==> config.mk <==
export PLATFORM = sky130hd
export DESIGN_NAME = vna_ctrl
export DESIGN_NICKNAME = d
export VERILOG_FILES = /design/src/rtl/vna_pkg.sv /design/src/rtl/vna_ctrl.sv
export SDC_FILE = /design/constraint.sdc
export NUM_CORES = 1
export LEC_CHECK = 0
export BUFFER_PORTS_ARGS = -buffer_cell sky130_fd_sc_hd__buf_2
export CORE_UTILIZATION = 40
export CTS_CLUSTER_DIAMETER = 200
export DETAILED_ROUTE_END_ITERATION = 12
export HOLD_SLACK_MARGIN = 0.08
export PLACE_DENSITY = 0.66
export SLEW_MARGIN = 10
export SYNTH_ARGS = -nofsm -noshare
export SYNTH_HDL_FRONTEND = slang
export SYNTH_SLANG_ARGS = --single-unit
==> constraint.sdc <==
create_clock -name clk_i -period 1.8 [get_ports clk_i]
set_input_delay 0.27 -clock clk_i [delete_from_list [all_inputs] [get_ports clk_i]]
set_output_delay 0.27 -clock clk_i [all_outputs]
set_load 0.03 [all_outputs]
==> src/rtl/vna_pkg.sv <==
// Shared types and constants of the vertex normal accumulator.
`timescale 1ns / 1ps
`default_nettype none
package vna_pkg;

  localparam int IDX_W      = 10;
  localparam int VERT_COUNT = 1 << IDX_W;
  localparam int POS_W      = 16;
  localparam int NRM_W      = 16;
  localparam int EDGE_W     = POS_W + 1;
  localparam int PROD_W     = 2 * EDGE_W;
  localparam int WIDE_W     = 36;
  localparam int FRAC_BITS  = 14;
  localparam int ENTRY_W    = 3 * POS_W;

  typedef enum logic [1:0] {
    CMD_LOAD = 2'd0,
    CMD_TRI  = 2'd1,
    CMD_READ = 2'd2,
    CMD_NOP  = 2'd3
  } command_e;

  typedef enum logic [1:0] {
    SEL_A = 2'd0,
    SEL_B = 2'd1,
    SEL_C = 2'd2
  } corner_e;

  typedef enum logic {
    SRC_FACE = 1'b0,
    SRC_SUM  = 1'b1
  } norm_src_e;

  typedef struct packed {
    logic      capture;
    logic      pos_rd;
    logic      pos_we;
    logic      nrm_rd;
    logic      nrm_we;
    logic      nrm_wr_zero;
    corner_e   addr_sel;
    logic      latch_en;
    corner_e   latch_sel;
    logic      mul_en;
    logic [2:0] mul_sel;
    logic      norm_start;
    norm_src_e norm_src;
    logic      fn_latch;
    logic      out_load;
  } dp_cmd_t;

  typedef struct packed {
    logic norm_done;
    logic out_busy;
  } dp_status_t;

endpackage
`default_nettype wire

==> src/rtl/vna_ctrl.sv <==
// Controller: sequences load, read and triangle commands over the datapath.
`timescale 1ns / 1ps
`default_nettype none
module vna_ctrl (
  input  logic                clk_i,
  input  logic                rst_ni,
  input  logic                in_valid_i,
  input  logic [1:0]          command_i,
  output logic                in_ready_o,
  input  vna_pkg::dp_status_t status_i,
  output vna_pkg::dp_cmd_t    cmd_o
);

  typedef enum logic [3:0] {
    S_IDLE,
    S_LOAD,
    S_RDREQ,
    S_RDOUT,
    S_TRA,
    S_TRB,
    S_TRC,
    S_TLC,
    S_MUL,
    S_MWAIT,
    S_FNORM,
    S_FWAIT,
    S_CRD,
    S_CSUM,
    S_CWAIT
  } state_e;

  state_e            state_q;
  logic [2:0]        cnt_q;
  vna_pkg::corner_e  corner_q;

  always_comb begin
    cmd_o      = '0;
    in_ready_o = 1'b0;
    unique case (state_q)
      S_IDLE: begin
        in_ready_o    = 1'b1;
        cmd_o.capture = in_valid_i;
      end
      S_LOAD: begin
        cmd_o.pos_we      = 1'b1;
        cmd_o.nrm_we      = 1'b1;
        cmd_o.nrm_wr_zero = 1'b1;
        cmd_o.addr_sel    = vna_pkg::SEL_A;
      end
      S_RDREQ: begin
        cmd_o.nrm_rd   = 1'b1;
        cmd_o.addr_sel = vna_pkg::SEL_A;
      end
      S_RDOUT: begin
        cmd_o.out_load = !status_i.out_busy;
      end
      S_TRA: begin
        cmd_o.pos_rd   = 1'b1;
        cmd_o.addr_sel = vna_pkg::SEL_A;
      end
      S_TRB: begin
        cmd_o.pos_rd    = 1'b1;
        cmd_o.addr_sel  = vna_pkg::SEL_B;
        cmd_o.latch_en  = 1'b1;
        cmd_o.latch_sel = vna_pkg::SEL_A;
      end
      S_TRC: begin
        cmd_o.pos_rd    = 1'b1;
        cmd_o.addr_sel  = vna_pkg::SEL_C;
        cmd_o.latch_en  = 1'b1;
        cmd_o.latch_sel = vna_pkg::SEL_B;
      end
      S_TLC: begin
        cmd_o.latch_en  = 1'b1;
        cmd_o.latch_sel = vna_pkg::SEL_C;
      end
      S_MUL: begin
        cmd_o.mul_en  = 1'b1;
        cmd_o.mul_sel = cnt_q;
      end
      S_MWAIT: begin
      end
      S_FNORM: begin
        cmd_o.norm_start = 1'b1;
        cmd_o.norm_src   = vna_pkg::SRC_FACE;
      end
      S_FWAIT: begin
        cmd_o.fn_latch = status_i.norm_done;
      end
      S_CRD: begin
        cmd_o.nrm_rd   = 1'b1;
        cmd_o.addr_sel = corner_q;
      end
      S_CSUM: begin
        cmd_o.norm_start = 1'b1;
        cmd_o.norm_src   = vna_pkg::SRC_SUM;
      end
      S_CWAIT: begin
        cmd_o.norm_src = vna_pkg::SRC_SUM;
        cmd_o.nrm_we   = status_i.norm_done;
        cmd_o.addr_sel = corner_q;
      end
      default: begin
      end
    endcase
  end

  always_ff @(posedge clk_i or negedge rst_ni) begin
    if (!rst_ni) begin
      state_q  <= S_IDLE;
      cnt_q    <= '0;
      corner_q <= vna_pkg::SEL_A;
    end else begin
      unique case (state_q)
        S_IDLE: begin
          if (in_valid_i) begin
            unique case (command_i)
              vna_pkg::CMD_LOAD: state_q <= S_LOAD;
              vna_pkg::CMD_TRI:  state_q <= S_TRA;
              vna_pkg::CMD_READ: state_q <= S_RDREQ;
              default:           state_q <= S_IDLE;
            endcase
          end
        end
        S_LOAD:  state_q <= S_IDLE;
        S_RDREQ: state_q <= S_RDOUT;
        S_RDOUT: begin
          if (!status_i.out_busy) begin
            state_q <= S_IDLE;
          end
        end
        S_TRA: state_q <= S_TRB;
        S_TRB: state_q <= S_TRC;
        S_TRC: state_q <= S_TLC;
        S_TLC: begin
          cnt_q   <= '0;
          state_q <= S_MUL;
        end
        S_MUL: begin
          if (cnt_q == 3'd5) begin
            state_q <= S_MWAIT;
          end else begin
            cnt_q <= cnt_q + 3'd1;
          end
        end
        S_MWAIT: state_q <= S_FNORM;
        S_FNORM: state_q <= S_FWAIT;
        S_FWAIT: begin
          if (status_i.norm_done) begin
            corner_q <= vna_pkg::SEL_A;
            state_q  <= S_CRD;
          end
        end
        S_CRD:  state_q <= S_CSUM;
        S_CSUM: state_q <= S_CWAIT;
        S_CWAIT: begin
          if (status_i.norm_done) begin
            unique case (corner_q)
              vna_pkg::SEL_A: begin
                corner_q <= vna_pkg::SEL_B;
                state_q  <= S_CRD;
              end
              vna_pkg::SEL_B: begin
                corner_q <= vna_pkg::SEL_C;
                state_q  <= S_CRD;
              end
              default: state_q <= S_IDLE;
            endcase
          end
        end
        default: state_q <= S_IDLE;
      endcase
    end
  end

`ifndef SYNTHESIS
  a_mul_seq: assert property (@(posedge clk_i) disable iff (!rst_ni)
    (state_q == S_MUL && cnt_q != 3'd5) |=> (state_q == S_MUL && cnt_q == $past(cnt_q) + 3'd1))
    else $error("cross product sequence broken");
`endif

endmodule
`default_nettype wire

==> metrics.cfg <==
[timing]
layout_min_cycle_time_ns = 1.785
max_freq_mhz = 560.2
rsz0062_at_grt = true
slew_headroom_pct = 78.00
final_hold_viol_count = 0
post-route-period-util_pct = 99.17
worst_pin_slew_ns = 0.3257
clock_skew_ns = 0.003759
setup_viol = 0
drv_slew = 0

[logic_synthesis]
yosysSeqAreaShare_pct = 28.13
synth.avg_cell_area_um2 = 7.150
ys_warn_count = 0
ys_ff_latch = 9
syn_nets = 121
synthCells = 112
yosysUniqueCellTypes = 33
netlist_area_um2 = 800.8

[setup_path]
rr_endpoint = state_q[2]
path_max_fanout = 5
path_cells = buf_4 -> nor4b_4 -> and2_1 -> buf_2
worstReg2RegStart = state_q[1]
worst_path_max_delay_cell = dfrtp_1
cp-start-kind = register
r2r_slack_ns = 0.13
reg2regPathDepth = 4
cpPeakStageDelay_ns = 0.42
arrival_ns = 1.52
cp.buffers_inverters = 2
crit_type = register to output port
startpoint = state_q[3]
worstPathRequired_ns = 1.53
path_delay_family = simple AND/OR/NAND/NOR gates
critPathCaptureType = output port

[cells_and_area]
n_antenna_cell = 0
drive_above_1_share_pct = 37.66
final_area_mm2 = 0.001155
fin_nets = 164
fin_util_pct = 64.10
fillers = 150
area_delta_synth_final_pct = 44.22

[floorplan]
die_width_um = 46.74
die_y_um = 46.74
coreArea_mm2 = 0.001802
die-area_mm2 = 0.002185
num_rows = 15
pin_count = 27
initial_core_util_pct = 44.44

[detailed_routing]
ant_nets = 0
drt_iter0_markers = 30
wl_per_cell_um = 13.32
dr_total_vias = 975
vias_per_cell = 5.447
drt-total-wl_um = 2385
drcViolationCount = 0
first_pass_iters = 4

[cts]
root_buffer = clkbuf_4
h-tree-depth = 1
clockBufferDepth = 2
cts_sinks = 9
cts_made_buffers = 3
cts_tree = built
clock_latency_ns = 0.26
clk_pin_slew_worst_paths_ns = 0.06

[placed_design]
detailed_place_hpwl_um = 1578
place_area_um2 = 985.9
routabilityCongestion = 0.8712
port_buffers = 26

[worst_hold_path]
hold_class = primary input to register
hold_start = command_i[0]
min_to = state_q[1]
hold_depth = 2

[pwr]
powerDensity_mw_per_mm2 = 1866
p_seq_share_pct = 20.6
p_switching_w = 0.001110
p_sw_share_pct = 51.51
ir_worst_vdd_mv = 0.8426
p_leak_nw = 0.5597
finalPower_w = 0.002155
p_comb_share_pct = 72.3
p_int_w = 0.001045
p_clk_share_pct = 7.1

[global_route]
grt_pass1_wl_um = 3180
groute.usage.overall_pct = 20.05
grt_pass1_vias = 758
grt_max_degree = 18
antenna_found_initial = 0
grt_overflow = 0

[flow_run]
cap_violations = 0

[run_status]
status = complete, no violations

## synthesized netlist by cell type
cell type	number	area (µm²)
or4b_1	1	10.01
a31oi_1	3	18.77
nor4b_4	1	23.77
inv_1	5	18.77
o41ai_1	1	8.760
and3_1	2	12.51
o31ai_1	1	7.510
o211ai_1	2	15.01
o21ai_0	8	40.04
buf_2	4	20.02
a32o_1	1	10.01
nand3_1	6	30.03
a21o_1	1	7.510
clkbuf_1	3	11.26
nand2b_1	5	31.28
ha_1	2	25.02
nor3b_1	1	7.510
nand3b_1	1	7.510
dfrtp_1	9	225.2
xnor2_1	1	8.760
or3_1	1	6.260
or2_2	1	6.260
nor2b_1	2	12.51
o22ai_1	1	6.260
mux2i_1	1	10.01
o221ai_1	1	8.760
nor3_1	5	25.02
nand2_1	13	48.80
buf_4	1	7.510
a21oi_1	9	45.04
or4_1	1	7.510
nor2_1	14	52.55
and2_1	4	25.02
## placed cells by master, fill, tap and decap left out, types with 4 or more instances in the layout
cell type,Yosys,final
dfrtp_1,9,6
nand2b_1,5,4
clkbuf_4,0,5
and2_1,4,4
buf_2,4,19
buf_4,1,22
nor2_1,14,11
o21ai_0,8,8
inv_1,5,5
nand3_1,6,6
nand2_1,13,13
a21oi_1,9,8
nor3_1,5,5
## worst register-to-register path, stage by stage, from the launching register on
cell and delay, ns:
dfrtp_2 0.46, or4b_1 0.54, a31oi_1 0.25, o221ai_1 0.15, a21oi_1 0.18
## registers in the layout (all words and copies together), names as in the netlist
signal / count
cnt_q: 3
state_q: 4
corner_q: 2
## how the worst max path moves through the flow
stage / end / depth (start not counted)
global placement: state_q[1] / 4
global route: cmd_o[6] / 4
CTS: cmd_o[14] / 3
detailed placement: state_q[1] / 4
finish: cmd_o[6] / 4
floorplan: cmd_o[0] / 3
## metal layers
| metal | GRT usage (%) | up-vias | routed length (µm) |
|---|---|---|---|
| li1 | - | 479 | - |
| met2 | 30.56 | 30 | 1179 |
| met1 | 28.44 | 464 | 1058 |
| met3 | 6.154 | 2 | 124 |
| met4 | 3.429 | 0 | 21 |
| met5 | 0 | - | 0 |
## power groups by stage
stage | clock, W | combinational, W | sequential, W
after floorplan | 0 | 0.000970 | 0.000392
after global placement | 0 | 0.00124 | 0.000463
after detailed placement | 0 | 0.00125 | 0.000468
after CTS | 0.000160 | 0.00128 | 0.000473
after global routing | 0.000175 | 0.00170 | 0.000453
final | 0.000153 | 0.00156 | 0.000444
## stage by stage
| stage | hold slack, ns | std cells | worst slack [ns] | setup TNS [ns] |
|---|---|---|---|---|
| 2_1_floorplan | -0.02559 | 112 | 0.002800 | 0 |
| 3_3_place_gp | 0.1274 | 163 | 0.1420 | 0 |
| 3_5_place_dp | 0.1325 | 163 | 0.1483 | 0 |
| 4_1_cts | 0.2266 | 169 | 0.0004599 | 0 |
| 5_1_grt | 0.2199 | 179 | -0.08152 | -0.3407 |
| 6_report | 0.2311 | 179 | 0.01486 | 0 |
## layout make-up
| cell class | instances | area, µm² | area share (%) |
|---|---|---|---|
| well taps | 25 | 31.28 | 2.709 |
| inverters | 5 | 18.77 | 1.625 |
| flip-flops and latches | 9 | 229.0 | 19.83 |
| repair buffers | 46 | 307.8 | 26.65 |
| multi-input cells | 90 | 541.8 | 46.91 |
| clock buffers | 4 | 26.28 | 2.275 |
## cells by family (layout without fill, tap and decap cells)
logic type               Yosys count  in the layout  share of synthesized area (%)
AO/OA/AOI/OAI                     28             28                          20.94
XOR/XNOR                           1              1                          1.094
adder cells (fa/ha/maj)            2              2                          3.125
buffers and inverters             13             55                          7.188
flip-flops                         9              9                          28.13
multiplexers                       1              1                          1.250
AND/OR/NAND/NOR                   58             58                          38.28
## what timing repair did
item | 4_1_cts | 5_1_grt
gates resized for setup | 5 | 16
hold endpoints to repair | 9 | 0
hold buffers | 1 | 0
endpoints found under the setup margin | 13 | 11
pin swaps | 1 | 3
cloned | 0 | 0
buffers inserted | 1 | 10
(Power assumes the default switching activity.)
